`src/hw/rtl/rlvc_pkg.sv`:
```
// ----------------------------------------------------------------------------
// rlvc_pkg
// Shared widths, register indexes, reset values and bundle types of the
// rate limited velocity command block.
// ----------------------------------------------------------------------------
package rlvc_pkg;

	localparam int CFG_W  = 15;
	localparam int ANG_W  = 16;
	localparam int IDX_W  = 3;
	localparam int FRAC_W = 12;
	localparam int MAG_W  = 17;
	localparam int WIDE_W = 19;

	// fixed linear ramp-down step of rotate mode, 0.1 in Q3.12
	localparam logic [CFG_W-1:0] ROT_LIN_STEP = 15'd410;

	// register indexes
	localparam logic [IDX_W-1:0] REG_HEADING_BAND      = 3'd0;
	localparam logic [IDX_W-1:0] REG_ANGULAR_ACCEL     = 3'd1;
	localparam logic [IDX_W-1:0] REG_ANGULAR_STEP      = 3'd2;
	localparam logic [IDX_W-1:0] REG_LINEAR_STEP       = 3'd3;
	localparam logic [IDX_W-1:0] REG_MAX_ANGULAR       = 3'd4;
	localparam logic [IDX_W-1:0] REG_MIN_ANGULAR       = 3'd5;
	localparam logic [IDX_W-1:0] REG_MAX_LINEAR        = 3'd6;
	localparam logic [IDX_W-1:0] REG_INV_HORIZON       = 3'd7;

	// register reset values
	localparam logic [CFG_W-1:0] RST_HEADING_BAND      = 15'd205;
	localparam logic [CFG_W-1:0] RST_ANGULAR_ACCEL     = 15'd4096;
	localparam logic [CFG_W-1:0] RST_ANGULAR_STEP      = 15'd410;
	localparam logic [CFG_W-1:0] RST_LINEAR_STEP       = 15'd410;
	localparam logic [CFG_W-1:0] RST_MAX_ANGULAR       = 15'd4096;
	localparam logic [CFG_W-1:0] RST_MIN_ANGULAR       = 15'd1024;
	localparam logic [CFG_W-1:0] RST_MAX_LINEAR        = 15'd2048;
	localparam logic [CFG_W-1:0] RST_INV_HORIZON       = 15'd4096;

	typedef struct packed {
		logic [CFG_W-1:0] heading_band;
		logic [CFG_W-1:0] angular_accel;
		logic [CFG_W-1:0] angular_step;
		logic [CFG_W-1:0] linear_step;
		logic [CFG_W-1:0] max_angular;
		logic [CFG_W-1:0] min_angular;
		logic [CFG_W-1:0] max_linear;
		logic [CFG_W-1:0] inv_horizon;
	} cfg_t;

	// state independent terms of one transaction, computed on accept
	typedef struct packed {
		logic             mode;
		logic             neg;
		logic             in_band;
		logic             slow;
		logic [CFG_W-1:0] lin_tgt;
		logic [ANG_W-1:0] ang_tgt;
	} prep_t;

	function automatic logic [WIDE_W-1:0] abs_wide(input logic signed [WIDE_W-1:0] v);
		logic [WIDE_W-1:0] r;
		r = v[WIDE_W-1] ? $unsigned(-v) : $unsigned(v);
		return r;
	endfunction

endpackage

```
`src/hw/rtl/rlvc_regs.sv`:
```
// ----------------------------------------------------------------------------
// rlvc_regs
// Configuration register file, written through a plain write port.
// ----------------------------------------------------------------------------
module rlvc_regs (
	input  logic                          clk,
	input  logic                          arst_n,
	input  logic                          cfg_we,
	input  logic [rlvc_pkg::IDX_W-1:0]    cfg_index,
	input  logic [rlvc_pkg::CFG_W-1:0]    cfg_data,
	output rlvc_pkg::cfg_t                cfg
);

	rlvc_pkg::cfg_t cfg_q;

	always_ff @(posedge clk or negedge arst_n) begin
		if (!arst_n) begin
			cfg_q.heading_band      <= rlvc_pkg::RST_HEADING_BAND;
			cfg_q.angular_accel     <= rlvc_pkg::RST_ANGULAR_ACCEL;
			cfg_q.angular_step      <= rlvc_pkg::RST_ANGULAR_STEP;
			cfg_q.linear_step       <= rlvc_pkg::RST_LINEAR_STEP;
			cfg_q.max_angular       <= rlvc_pkg::RST_MAX_ANGULAR;
			cfg_q.min_angular       <= rlvc_pkg::RST_MIN_ANGULAR;
			cfg_q.max_linear        <= rlvc_pkg::RST_MAX_LINEAR;
			cfg_q.inv_horizon       <= rlvc_pkg::RST_INV_HORIZON;
		end else if (cfg_we) begin
			case (cfg_index)
				rlvc_pkg::REG_HEADING_BAND:      cfg_q.heading_band      <= cfg_data;
				rlvc_pkg::REG_ANGULAR_ACCEL:     cfg_q.angular_accel     <= cfg_data;
				rlvc_pkg::REG_ANGULAR_STEP:      cfg_q.angular_step      <= cfg_data;
				rlvc_pkg::REG_LINEAR_STEP:       cfg_q.linear_step       <= cfg_data;
				rlvc_pkg::REG_MAX_ANGULAR:       cfg_q.max_angular       <= cfg_data;
				rlvc_pkg::REG_MIN_ANGULAR:       cfg_q.min_angular       <= cfg_data;
				rlvc_pkg::REG_MAX_LINEAR:        cfg_q.max_linear        <= cfg_data;
				rlvc_pkg::REG_INV_HORIZON:       cfg_q.inv_horizon       <= cfg_data;
				default: begin
				end
			endcase
		end
	end

	assign cfg = cfg_q;

endmodule

```
`src/hw/rtl/rlvc_prep.sv`:
```
// ----------------------------------------------------------------------------
// rlvc_prep
// Input side terms: angle magnitude, accuracy band and slow-down tests, and
// the capped drive targets distance and angle times the inverse horizon.
// ----------------------------------------------------------------------------
module rlvc_prep (
	input  logic                              mode,
	input  logic signed [rlvc_pkg::ANG_W-1:0] angle,
	input  logic [rlvc_pkg::CFG_W-1:0]        distance,
	input  rlvc_pkg::cfg_t                    cfg,
	output rlvc_pkg::prep_t                   prep
);

	logic [rlvc_pkg::MAG_W-1:0]   ang_ext;
	logic [rlvc_pkg::MAG_W-1:0]   mag;
	logic [31:0]                  accel_prod;
	logic [31:0]                  ang_prod;
	logic [29:0]                  lin_prod;
	logic [19:0]                  ang_scaled;
	logic [17:0]                  lin_scaled;
	logic [rlvc_pkg::CFG_W-1:0]   ang_cap;

	assign ang_ext = {angle[rlvc_pkg::ANG_W-1], angle};
	assign mag     = angle[rlvc_pkg::ANG_W-1] ? (~ang_ext + 17'd1) : ang_ext;

	assign accel_prod = mag * cfg.angular_accel;
	assign ang_prod   = mag * cfg.inv_horizon;
	assign lin_prod   = distance * cfg.inv_horizon;

	// magnitude is truncated, so the scaled angle rounds toward zero
	assign ang_scaled = ang_prod[31:rlvc_pkg::FRAC_W];
	assign lin_scaled = lin_prod[29:rlvc_pkg::FRAC_W];

	assign ang_cap = (ang_scaled > {5'd0, cfg.max_angular}) ? cfg.max_angular
		: ang_scaled[rlvc_pkg::CFG_W-1:0];

	always_comb begin
		prep.mode    = mode;
		prep.neg     = angle[rlvc_pkg::ANG_W-1];
		prep.in_band = mag <= {2'd0, cfg.heading_band};
		prep.slow    = accel_prod <= {5'd0, cfg.max_angular, 12'd0};
		prep.lin_tgt = (lin_scaled > {3'd0, cfg.max_linear}) ? cfg.max_linear
			: lin_scaled[rlvc_pkg::CFG_W-1:0];
		prep.ang_tgt = angle[rlvc_pkg::ANG_W-1] ? (16'd0 - {1'b0, ang_cap}) : {1'b0, ang_cap};
	end

endmodule

```
`src/hw/rtl/rlvc_update.sv`:
```
// ----------------------------------------------------------------------------
// rlvc_update
// State dependent part of one tick: rotate mode ramping and drive mode
// acceleration and sign-change limits, then saturation.
// ----------------------------------------------------------------------------
module rlvc_update (
	input  rlvc_pkg::prep_t                   prep,
	input  rlvc_pkg::cfg_t                    cfg,
	input  logic [rlvc_pkg::CFG_W-1:0]        last_lin,
	input  logic signed [rlvc_pkg::ANG_W-1:0] last_ang,
	output logic [rlvc_pkg::CFG_W-1:0]        next_lin,
	output logic signed [rlvc_pkg::ANG_W-1:0] next_ang,
	output logic [rlvc_pkg::CFG_W-1:0]        res_lin,
	output logic                              res_turning
);

	localparam int W = rlvc_pkg::WIDE_W;
	localparam logic signed [W-1:0] ZERO_W = '0;

	logic signed [W-1:0] old_a, step_a, min_a, max_a;
	logic signed [W-1:0] old_l, step_l, max_l, tgt_l, up_l, dn_l, lin_w, drv_lin;
	logic signed [W-1:0] acc_t, rot_a;
	logic signed [W-1:0] at, a1, diff, a2, drv_ang;
	logic                chg;
	logic                lin_ge;
	logic [rlvc_pkg::CFG_W-1:0] lin_dec;

	always_comb begin
		old_a  = $signed({{3{last_ang[rlvc_pkg::ANG_W-1]}}, last_ang});
		step_a = $signed({4'd0, cfg.angular_step});
		min_a  = $signed({4'd0, cfg.min_angular});
		max_a  = $signed({4'd0, cfg.max_angular});
		old_l  = $signed({4'd0, last_lin});
		step_l = $signed({4'd0, cfg.linear_step});
		max_l  = $signed({4'd0, cfg.max_linear});
		tgt_l  = $signed({4'd0, prep.lin_tgt});
		at     = $signed({{3{prep.ang_tgt[rlvc_pkg::ANG_W-1]}}, prep.ang_tgt});

		// rotate mode linear ramp down
		lin_ge  = last_lin >= rlvc_pkg::ROT_LIN_STEP;
		lin_dec = last_lin - rlvc_pkg::ROT_LIN_STEP;

		// rotate mode angular speed
		acc_t = prep.neg ? (old_a - step_a) : (old_a + step_a);
		if (prep.in_band) begin
			rot_a = ZERO_W;
		end else if (prep.slow) begin
			if (prep.neg) begin
				rot_a = (old_a >= -min_a) ? -min_a : (old_a + step_a);
			end else begin
				rot_a = (old_a <= min_a) ? min_a : (old_a - step_a);
			end
		end else if (rlvc_pkg::abs_wide(old_a) < {4'd0, cfg.max_angular}) begin
			if (rlvc_pkg::abs_wide(acc_t) > {4'd0, cfg.max_angular}) begin
				rot_a = prep.neg ? -max_a : max_a;
			end else begin
				rot_a = acc_t;
			end
		end else begin
			rot_a = old_a;
		end

		// drive mode linear limit
		up_l  = old_l + step_l;
		dn_l  = old_l - step_l;
		lin_w = (tgt_l > up_l) ? up_l : ((tgt_l < dn_l) ? dn_l : tgt_l);
		drv_lin = (lin_w > max_l) ? max_l : ((lin_w < ZERO_W) ? ZERO_W : lin_w);

		// drive mode angular acceleration limit
		if (rlvc_pkg::abs_wide(at) > (rlvc_pkg::abs_wide(old_a) + {4'd0, cfg.angular_step})) begin
			a1 = (at < ZERO_W) ? (old_a - step_a) : (old_a + step_a);
		end else begin
			a1 = at;
		end

		// sign change limit, the two cases exclude each other by the sign of old_a
		diff = a1 - old_a;
		chg  = rlvc_pkg::abs_wide(diff) > {4'd0, cfg.angular_step};
		if (a1 < ZERO_W && old_a > ZERO_W && chg) begin
			a2 = old_a - step_a;
		end else if (a1 > ZERO_W && old_a < ZERO_W && chg) begin
			a2 = old_a + step_a;
		end else begin
			a2 = a1;
		end
		drv_ang = (a2 > max_a) ? max_a : ((a2 < -max_a) ? -max_a : a2);

		if (prep.mode) begin
			next_lin    = drv_lin[rlvc_pkg::CFG_W-1:0];
			res_lin     = drv_lin[rlvc_pkg::CFG_W-1:0];
			next_ang    = drv_ang[rlvc_pkg::ANG_W-1:0];
			res_turning = 1'b0;
		end else begin
			next_lin    = lin_ge ? lin_dec : last_lin;
			res_lin     = lin_ge ? lin_dec : '0;
			next_ang    = rot_a[rlvc_pkg::ANG_W-1:0];
			res_turning = !prep.in_band;
		end
	end

endmodule

```
`src/hw/rtl/rate_limited_velocity_command.sv`:
```
// ----------------------------------------------------------------------------
// rate_limited_velocity_command
// Per tick velocity command generator with acceleration, sign-change and
// magnitude limits, in rotate-in-place and drive-to-point modes.
// ----------------------------------------------------------------------------
// One transaction per clock cycle while results are taken. The accepting
// cycle forms the three products of the input with the configuration
// (slow-down test and the two drive targets) into the input register; once the
// result register is free or being taken, the stored linear and angular speed
// are updated and the result register is loaded, from which the result is
// offered. While a result waits to be taken the input register takes one more
// transaction and then holds the input off. Registers must be written only
// while no transaction is in flight; the block itself does not enforce this.
module rate_limited_velocity_command (
	input  logic                              clk,
	input  logic                              arst_n,
	input  logic                              cfg_we,
	input  logic [rlvc_pkg::IDX_W-1:0]        cfg_index,
	input  logic [rlvc_pkg::CFG_W-1:0]        cfg_data,
	input  logic                              in_valid,
	output logic                              in_ready,
	input  logic                              mode,
	input  logic signed [rlvc_pkg::ANG_W-1:0] angle,
	input  logic [rlvc_pkg::CFG_W-1:0]        distance,
	output logic                              out_valid,
	input  logic                              out_ready,
	output logic [rlvc_pkg::CFG_W-1:0]        linear_velocity,
	output logic signed [rlvc_pkg::ANG_W-1:0] angular_velocity,
	output logic                              still_turning
);

	rlvc_pkg::cfg_t  cfg;
	rlvc_pkg::prep_t prep;
	rlvc_pkg::prep_t prep_s1;
	logic            valid_s1;
	logic            valid_s2;
	logic            advance;

	logic [rlvc_pkg::CFG_W-1:0]        last_lin_q;
	logic signed [rlvc_pkg::ANG_W-1:0] last_ang_q;
	logic [rlvc_pkg::CFG_W-1:0]        next_lin;
	logic signed [rlvc_pkg::ANG_W-1:0] next_ang;
	logic [rlvc_pkg::CFG_W-1:0]        res_lin;
	logic                              res_turning;
	logic [rlvc_pkg::CFG_W-1:0]        lin_s2;
	logic signed [rlvc_pkg::ANG_W-1:0] ang_s2;
	logic                              turn_s2;

	rlvc_regs u_regs (
		.clk       (clk),
		.arst_n    (arst_n),
		.cfg_we    (cfg_we),
		.cfg_index (cfg_index),
		.cfg_data  (cfg_data),
		.cfg       (cfg)
	);

	rlvc_prep u_prep (
		.mode     (mode),
		.angle    (angle),
		.distance (distance),
		.cfg      (cfg),
		.prep     (prep)
	);

	rlvc_update u_update (
		.prep        (prep_s1),
		.cfg         (cfg),
		.last_lin    (last_lin_q),
		.last_ang    (last_ang_q),
		.next_lin    (next_lin),
		.next_ang    (next_ang),
		.res_lin     (res_lin),
		.res_turning (res_turning)
	);

	// stage 1 moves on when the result register is free or being taken
	assign advance  = valid_s1 && (!valid_s2 || out_ready);
	assign in_ready = !valid_s1 || advance;

	always_ff @(posedge clk or negedge arst_n) begin
		if (!arst_n) begin
			valid_s1   <= 1'b0;
			valid_s2   <= 1'b0;
			last_lin_q <= '0;
			last_ang_q <= '0;
		end else begin
			if (in_ready) begin
				valid_s1 <= in_valid;
			end
			if (advance) begin
				valid_s2   <= 1'b1;
				last_lin_q <= next_lin;
				last_ang_q <= next_ang;
			end else if (out_ready) begin
				valid_s2 <= 1'b0;
			end
		end
	end

	always_ff @(posedge clk) begin
		if (in_valid && in_ready) begin
			prep_s1 <= prep;
		end
		if (advance) begin
			lin_s2  <= res_lin;
			ang_s2  <= next_ang;
			turn_s2 <= res_turning;
		end
	end

	assign out_valid        = valid_s2;
	assign linear_velocity  = lin_s2;
	assign angular_velocity = ang_s2;
	assign still_turning    = turn_s2;

endmodule

```
`config.mk`:
```
export PLATFORM = sky130hd
export DESIGN_NAME = rate_limited_velocity_command
export DESIGN_NICKNAME = d
export VERILOG_FILES = /design/src/hw/rtl/rlvc_pkg.sv /design/src/hw/rtl/rlvc_regs.sv /design/src/hw/rtl/rlvc_prep.sv /design/src/hw/rtl/rlvc_update.sv /design/src/hw/rtl/rate_limited_velocity_command.sv
export SDC_FILE = /design/constraint.sdc
export NUM_CORES = 2
export LEC_CHECK = 0
export BUFFER_PORTS_ARGS = -buffer_cell sky130_fd_sc_hd__buf_4
export CAP_MARGIN = 15
export CORE_AREA = 4 4 337 339
export DETAILED_ROUTE_END_ITERATION = 10
export DIE_AREA = 0 0 341 343
export GPL_ROUTABILITY_DRIVEN = 0
export PLACE_DENSITY_LB_ADDON = 0.12
export SKIP_LAST_GASP = 1
export SLEW_MARGIN = 20
export SYNTH_ARGS = -nofsm -noshare
export SYNTH_HDL_FRONTEND = slang
export SYNTH_HIERARCHICAL = 1
export SYNTH_SLANG_ARGS = --single-unit
```
`constraint.sdc`:
```
create_clock -name clk -period 16.05 [get_ports clk]
set_input_delay 1.605 -clock clk [delete_from_list [all_inputs] [get_ports clk]]
set_output_delay 1.605 -clock clk [all_outputs]
set_load 0.01 [all_outputs]
```
; Word-level counts from Yosys, hierarchy flattened
; Cells that the tools add are included.
[totals]
ff_bits = 220
out_inout_bits = 34
wordCells = 127
[op_classes]
addsub = 15
multipliers = 3
order_cmp = 22
eq_ne = 7
muxes = 34
bitwise_logic = 1
n_reduce_logical = 23
[op_table]
columns = op, n
row1 = two-way mux 19 bit, 11
row2 = two-way mux 16 bit, 11
row3 = two-way mux 15 bit, 9
row4 = multiplier 17 x 15 -> 32 bit, 2
row5 = greater-than comparator 19 x 15 -> 1 bit, 2
row6 = greater-than comparator 19 x 16 -> 1 bit, 2
row7 = "< comparator 19 x 1 -> 1 bit, second input constant", 2
row8 = negation 15 -> 19 bit, 2
row9 = negation 16 -> 19 bit, 2
row10 = negation 19 bit, 2
row11 = <= comparator 32 x 27 -> 1 bit, 1
row12 = "< comparator 16 x 1 -> 1 bit, second input constant", 2
row13 = multiplier 15 x 15 -> 30 bit, 1
row14 = greater-than comparator 20 x 15 -> 1 bit, 1
row15 = adder 19 x 15 -> 19 bit, 1
row16 = >= comparator 16 x 19 -> 1 bit, 1
row17 = greater-than comparator 16 x 19 -> 1 bit, 1
row18 = "greater-than comparator 19 x 1 -> 1 bit, second input constant", 1
row19 = greater-than comparator 19 bit, 1
row20 = < comparator 16 x 19 -> 1 bit, 1
row21 = < comparator 19 x 15 -> 1 bit, 1
row22 = < comparator 19 bit, 1
row23 = subtractor 19 x 16 -> 19 bit, 1
row24 = greater-than comparator 18 x 15 -> 1 bit, 1
row25 = 23 further kinds, 45

; Longest topological paths before layout
[depth]
ltp_word = 16
mapped_depth = 72
ltp_nobuf = 64

; By module
; Netlist, hierarchy kept.
[modules_own_cells]
columns = module, instances, cells_per_inst, area_per_inst_um2, seq_area_each_um2
row1 = rlvc_prep, 1, 3063, 26327.8, 0.0
row2 = rlvc_update, 1, 2175, 15005.6, 0.0
row3 = rlvc_regs, 1, 263, 4667.0, 3027.9
row4 = rate_limited_velocity_command, 1, 141, 3384.5, 2837.7

; Least setup slack after synthesis
; OpenSTA, ideal clock, no wires.
[synth_path]
path_kind = reg-to-reg
startpoint = register last_ang_q[15] (netlist bit)
endpoint = register last_ang_q[6] (netlist bit)
arrival_time_ps = 12888
required_time_ps = 15925
path_slack_ps = 3037
stages_incl_launch_ff = 65
path_cell_list = dfrtp_1 buf_1 buf_1 nand2_1 o21ai_0 ha_1 a21o_1 a21oi_1 o21ai_0 a21oi_1 o21ai_0 a21oi_1 o21ai_0 a21oi_1 o21ai_0 a211oi_1 o21ai_0 a21oi_1 [29 not listed] clkbuf_1 o32ai_1 or3_1 ha_1 o21a_1 o21a_1 o21a_1 o21a_1 o21ai_0 a21oi_1 o31ai_1 a21o_1 and3_1 buf_2 nor3_2 o211ai_1 or4b_1 mux2_4
[synth_between]
elab_chain_len = 16
word_cells_on_any_way = 41
[synth_rtl]
columns = item, line
row1 = start: declaration, rate_limited_velocity_command.sv:40  ; logic signed [rlvc_pkg::ANG_W-1:0] last_ang_q;
row2 = start signal: assignment, rate_limited_velocity_command.sv:94  ; last_ang_q <= next_ang;
row3 = negation 16 -> 19 bit, rlvc_pkg.sv:61  ; r = v[WIDE_W-1] ? $unsigned(-v) : $unsigned(v);
row4 = two-way mux 19 bit, rlvc_pkg.sv:61
row5 = adder 19 x 15 -> 19 bit, rlvc_update.sv:70  ; if (rlvc_pkg::abs_wide(at) > (rlvc_pkg::abs_wide(old_a) + {4'd0, cfg.angular_step})) begin
row6 = greater-than comparator 19 bit, rlvc_update.sv:70
row7 = two-way mux 19 bit, rlvc_update.sv:70
row8 = subtractor 19 x 16 -> 19 bit, rlvc_update.sv:77  ; diff = a1 - old_a;
row9 = negation 19 bit, rlvc_pkg.sv:61
row10 = two-way mux 19 bit, rlvc_pkg.sv:61
row11 = greater-than comparator 19 x 15 -> 1 bit, rlvc_update.sv:78  ; chg = rlvc_pkg::abs_wide(diff) > {4'd0, cfg.angular_step};
row12 = logical AND 1 bit, rlvc_update.sv:81  ; end else if (a1 > ZERO_W && old_a < ZERO_W && chg) begin
row13 = two-way mux 19 bit, rlvc_update.sv:81
row14 = two-way mux 19 bit, rlvc_update.sv:79  ; if (a1 < ZERO_W && old_a > ZERO_W && chg) begin
row15 = < comparator 19 bit, rlvc_update.sv:86  ; drv_ang = (a2 > max_a) ? max_a : ((a2 < -max_a) ? -max_a : a2);
row16 = two-way mux 16 bit (2 in a row), rlvc_update.sv:86
row17 = two-way mux 16 bit (*), rlvc_update.sv:88  ; if (prep.mode) begin
row18 = via next_ang (one bit), rate_limited_velocity_command.sv:42  ; logic signed [rlvc_pkg::ANG_W-1:0] next_ang;
; The timed path passes the listed nets; every way through them passes the cells marked *.
; A chain may end at the register's enable or synchronous reset.

; Worst setup path after layout
[layout_path]
startpoint = register last_ang_q[0] (netlist bit)
endpoint = register last_ang_q[2] (netlist bit)
; Same word-level chain as after synthesis.

==> results.sh <==
export IMPL_outcome="completed"
export IMPL_drt_pass1_iter_count=7
export IMPL_critical_path_max_stage_delay_ns=0.71
export IMPL_synth_edf_count=67
export IMPL_start_kind="flop"
export IMPL_areaGrowthSynthToFinish_pct=6.35
export IMPL_slew_headroom=0.284
export IMPL_antenna_found_initial=5
export IMPL_cts_inserted_buffers=29
export IMPL_crit_slowest_cell="o31ai_1"
export IMPL_vias=41400
export IMPL_crit_top_cell="o21ai_0"
export IMPL_ys_seq_elements=220
export IMPL_drc=0
export IMPL_start_util=0.447
export IMPL_cts_sinks=220
export IMPL_grt_start_max_net_pins=67
export IMPL_post_cts_buffers=0
export IMPL_cap_viol_max_count=0
export IMPL_dpl_hpwl_um=125000
export IMPL_grt_overflow_total=0
export IMPL_synth_main_ff_cell="dfrtp_1"
export IMPL_dieArea_um2=117000
export IMPL_cts_root_buf="clkbuf_16"
export IMPL_required_ns=16.53
export IMPL_ys_types=124
export IMPL_synthAdderAreaFrac=0.382
export IMPL_mostFrequentLayoutCells="inv_1, ha_1, nand2_1"
export IMPL_boundaryPins=89
export IMPL_wl_per_cell_um=22.7
export IMPL_rows=122
export IMPL_dpl_worst_slack_ns=0.995
export IMPL_grt_pass1_wl_um=250000
export IMPL_critPathMaxFanout=21
export IMPL_drtAntennaViolNets=0
export IMPL_cp_arrival_ns=15.66
export IMPL_drive_gt1_frac=0.0913
export IMPL_cts_resized_gates=0
export IMPL_final_fill_count=10700
export IMPL_syn_cell_area_um2=49400
export IMPL_hp_class="flop to flop"
export IMPL_multi_input_area_um2=39600
export IMPL_synth_xor_area_frac=0.0448
export IMPL_wl_um=161000
export IMPL_yosys_area_share_simple=0.174
export IMPL_nNetsFinal=6834
export IMPL_synth_compound_area_share=0.140
export IMPL_synth_top_family_by_area="adder cells"
export IMPL_cts_tree="yes"
export IMPL_die_x_um=341
export IMPL_setup_slack_ns=0.867
export IMPL_clock_latency_ns=0.60
export IMPL_die_h_um=343
export IMPL_endpoint_kind="flop"
export IMPL_slew_violations=0
export IMPL_cts_hold_buf=0
export IMPL_finClkSkew_ns=0.0281
export IMPL_io_buffers=88
export IMPL_grt_pass1_vias=41300
export IMPL_path_clk_slew_ns=0.06
export IMPL_regArea_um2=5870
export IMPL_setup_viol=0
export IMPL_drt_iter0_drc=3705
export IMPL_synthMuxAreaShare=0.0547
export IMPL_clock_path_buffers=3
export IMPL_period_share=0.946
export IMPL_async_flop_share=0.695
export IMPL_grtUsageTotal=0.274
export IMPL_syn_inst=5642
export IMPL_max_slew_worst_pin_slew_ns=1.07
export IMPL_yosysWarnings=6
export IMPL_crit_type="flop to flop"
export IMPL_fmax_mhz=65.9
export IMPL_viasPerCell=5.81
export IMPL_core_um2=110000
export IMPL_syn_area_per_cell_um2=8.75
export IMPL_hold_violations=0
export IMPL_layout_commonest_cell="inv_1"
export IMPL_synth_seq_area_share=0.119
export IMPL_final_min_clock_period_ns=15.18
export IMPL_cts_htree_levels=1
-- cell type report --
class | instances | share of cell area
Antenna cell | 3 | 0.000143
Clock buffer | 39 | 0.0149
Clock inverter | 15 | 0.00298
Inverter | 815 | 0.0582
Multi-Input combinational cell | 4381 | 0.754
Sequential cell | 220 | 0.112
Tap cell | 1488 | 0.0354
Timing Repair Buffer | 158 | 0.0227
-- metal layers --
metal	GRT usage	vias to the layer above	share of wire
met2	0.430	1602	0.43
met5	0	-	0
li1	-	18900	-
met3	0.0412	235	0.080
met1	0.397	20700	0.46
met4	0.0677	0	0.029
-- worst max-delay path, delay by kind of cell, from the launching register on --
| family | cells | cell delay (ns) |
|---|---|---|
| xor gates and xnor gates | 2 | 0.27 |
| buffers and inverters | 2 | 0.48 |
| adders and majority gates | 6 | 2.01 |
| muxes | 1 | 0.26 |
| and+or+nand+nor | 7 | 1.78 |
| DFF | 1 | 0.50 |
| AOI/OAI and AO/OA | 41 | 9.74 |
-- state kept, by name (all words and copies together), names as in the netlist --
signal,cells
linear_velocity,15
prep_s1,35
u_regs/cfg,120
last_ang_q,16
angular_velocity,16
out_valid,1
valid_s1,1
last_lin_q,15
still_turning,1
-- cells in the mapped netlist (13+ instances only) --
| master | n | share of area |
|---|---|---|
| nand2_1 | 564 | 0.043 |
| a21o_1 | 91 | 0.014 |
| nor2_1 | 227 | 0.017 |
| nand4_1 | 70 | 0.0089 |
| a21boi_0 | 15 | 0.0023 |
| mux2_4 | 40 | 0.012 |
| clkbuf_1 | 209 | 0.016 |
| a211oi_1 | 49 | 0.0074 |
| nand3_1 | 62 | 0.0063 |
| xnor2_1 | 200 | 0.035 |
| nor3_1 | 69 | 0.0070 |
| mux2_2 | 126 | 0.029 |
| nor4_1 | 33 | 0.0042 |
| xor2_1 | 49 | 0.0087 |
| o21bai_1 | 14 | 0.0021 |
| a31oi_1 | 43 | 0.0054 |
| a31o_2 | 15 | 0.0027 |
| and2_1 | 397 | 0.050 |
| edfxtp_1 | 67 | 0.041 |
| o211ai_1 | 40 | 0.0061 |
| fa_1 | 557 | 0.23 |
| mux2i_1 | 41 | 0.0083 |
| nor2b_1 | 47 | 0.0060 |
| a2111oi_0 | 13 | 0.0023 |
| a21oi_1 | 237 | 0.024 |
| buf_2 | 19 | 0.0019 |
| nand2b_1 | 42 | 0.0053 |
| buf_6 | 13 | 0.0030 |
| inv_1 | 809 | 0.061 |
| ha_1 | 617 | 0.16 |
| o21a_1 | 65 | 0.0099 |
| o21ai_0 | 187 | 0.019 |
| o31ai_1 | 28 | 0.0043 |
| dfrtp_1 | 133 | 0.067 |
| dfstp_2 | 20 | 0.011 |
| or2_2 | 29 | 0.0037 |
| and3_1 | 31 | 0.0039 |
| o32ai_1 | 14 | 0.0025 |
| a211o_1 | 22 | 0.0039 |
| o22ai_1 | 22 | 0.0028 |
| or3_1 | 33 | 0.0042 |
-- logic make-up after synthesis --
kind of cell / after synthesis
multiplexers: 224
AND/OR/NAND/NOR: 1678
XOR/XNOR: 251
flip-flops: 220
adder cells (fa/ha/maj): 1174
buffers and inverters: 1072
other: 4
AO/OA/AOI/OAI: 1019
-- metrics by stage --
| step | cell area [µm²] | utilization | TNS, ns | hold slack [ns] | std cells |
|---|---|---|---|---|---|
| final | 52500 | 0.476 | 0 | 0.513 | 7119 |
| after global routing | 52500 | 0.476 | -0.000272 | 0.521 | 7116 |
| after CTS | 52500 | 0.476 | 0 | 0.511 | 7116 |
| after detailed placement | 51600 | 0.467 | 0 | 0.494 | 7062 |
| after global placement | 51600 | 0.467 | 0 | 0.492 | 7062 |
| after floorplan | 49500 | - | 0 | 0.481 | 5673 |
-- path summary, 6_finish.rpt --
| path | slack, ns | end | from | depth (start not counted) |
|---|---|---|---|---|
| max | 0.87 | last_ang_q[2] | last_ang_q[0] | 59 |
| max reg2reg | 0.87 | last_ang_q[2] | last_ang_q[0] | 59 |
| min in group asynchronous | 0.96 | last_lin_q[0] | arst_n | 1 |
| max in group asynchronous | 13.78 | u_regs/cfg[81] | arst_n | 2 |
| min | 0.51 | u_regs/cfg[118] | u_regs/cfg[118] | 1 |
| min reg2reg | 0.51 | u_regs/cfg[118] | u_regs/cfg[118] | 1 |
Power is not shown: default switching activity piles up to over one toggle a cycle in this logic, so the estimate is an artifact.
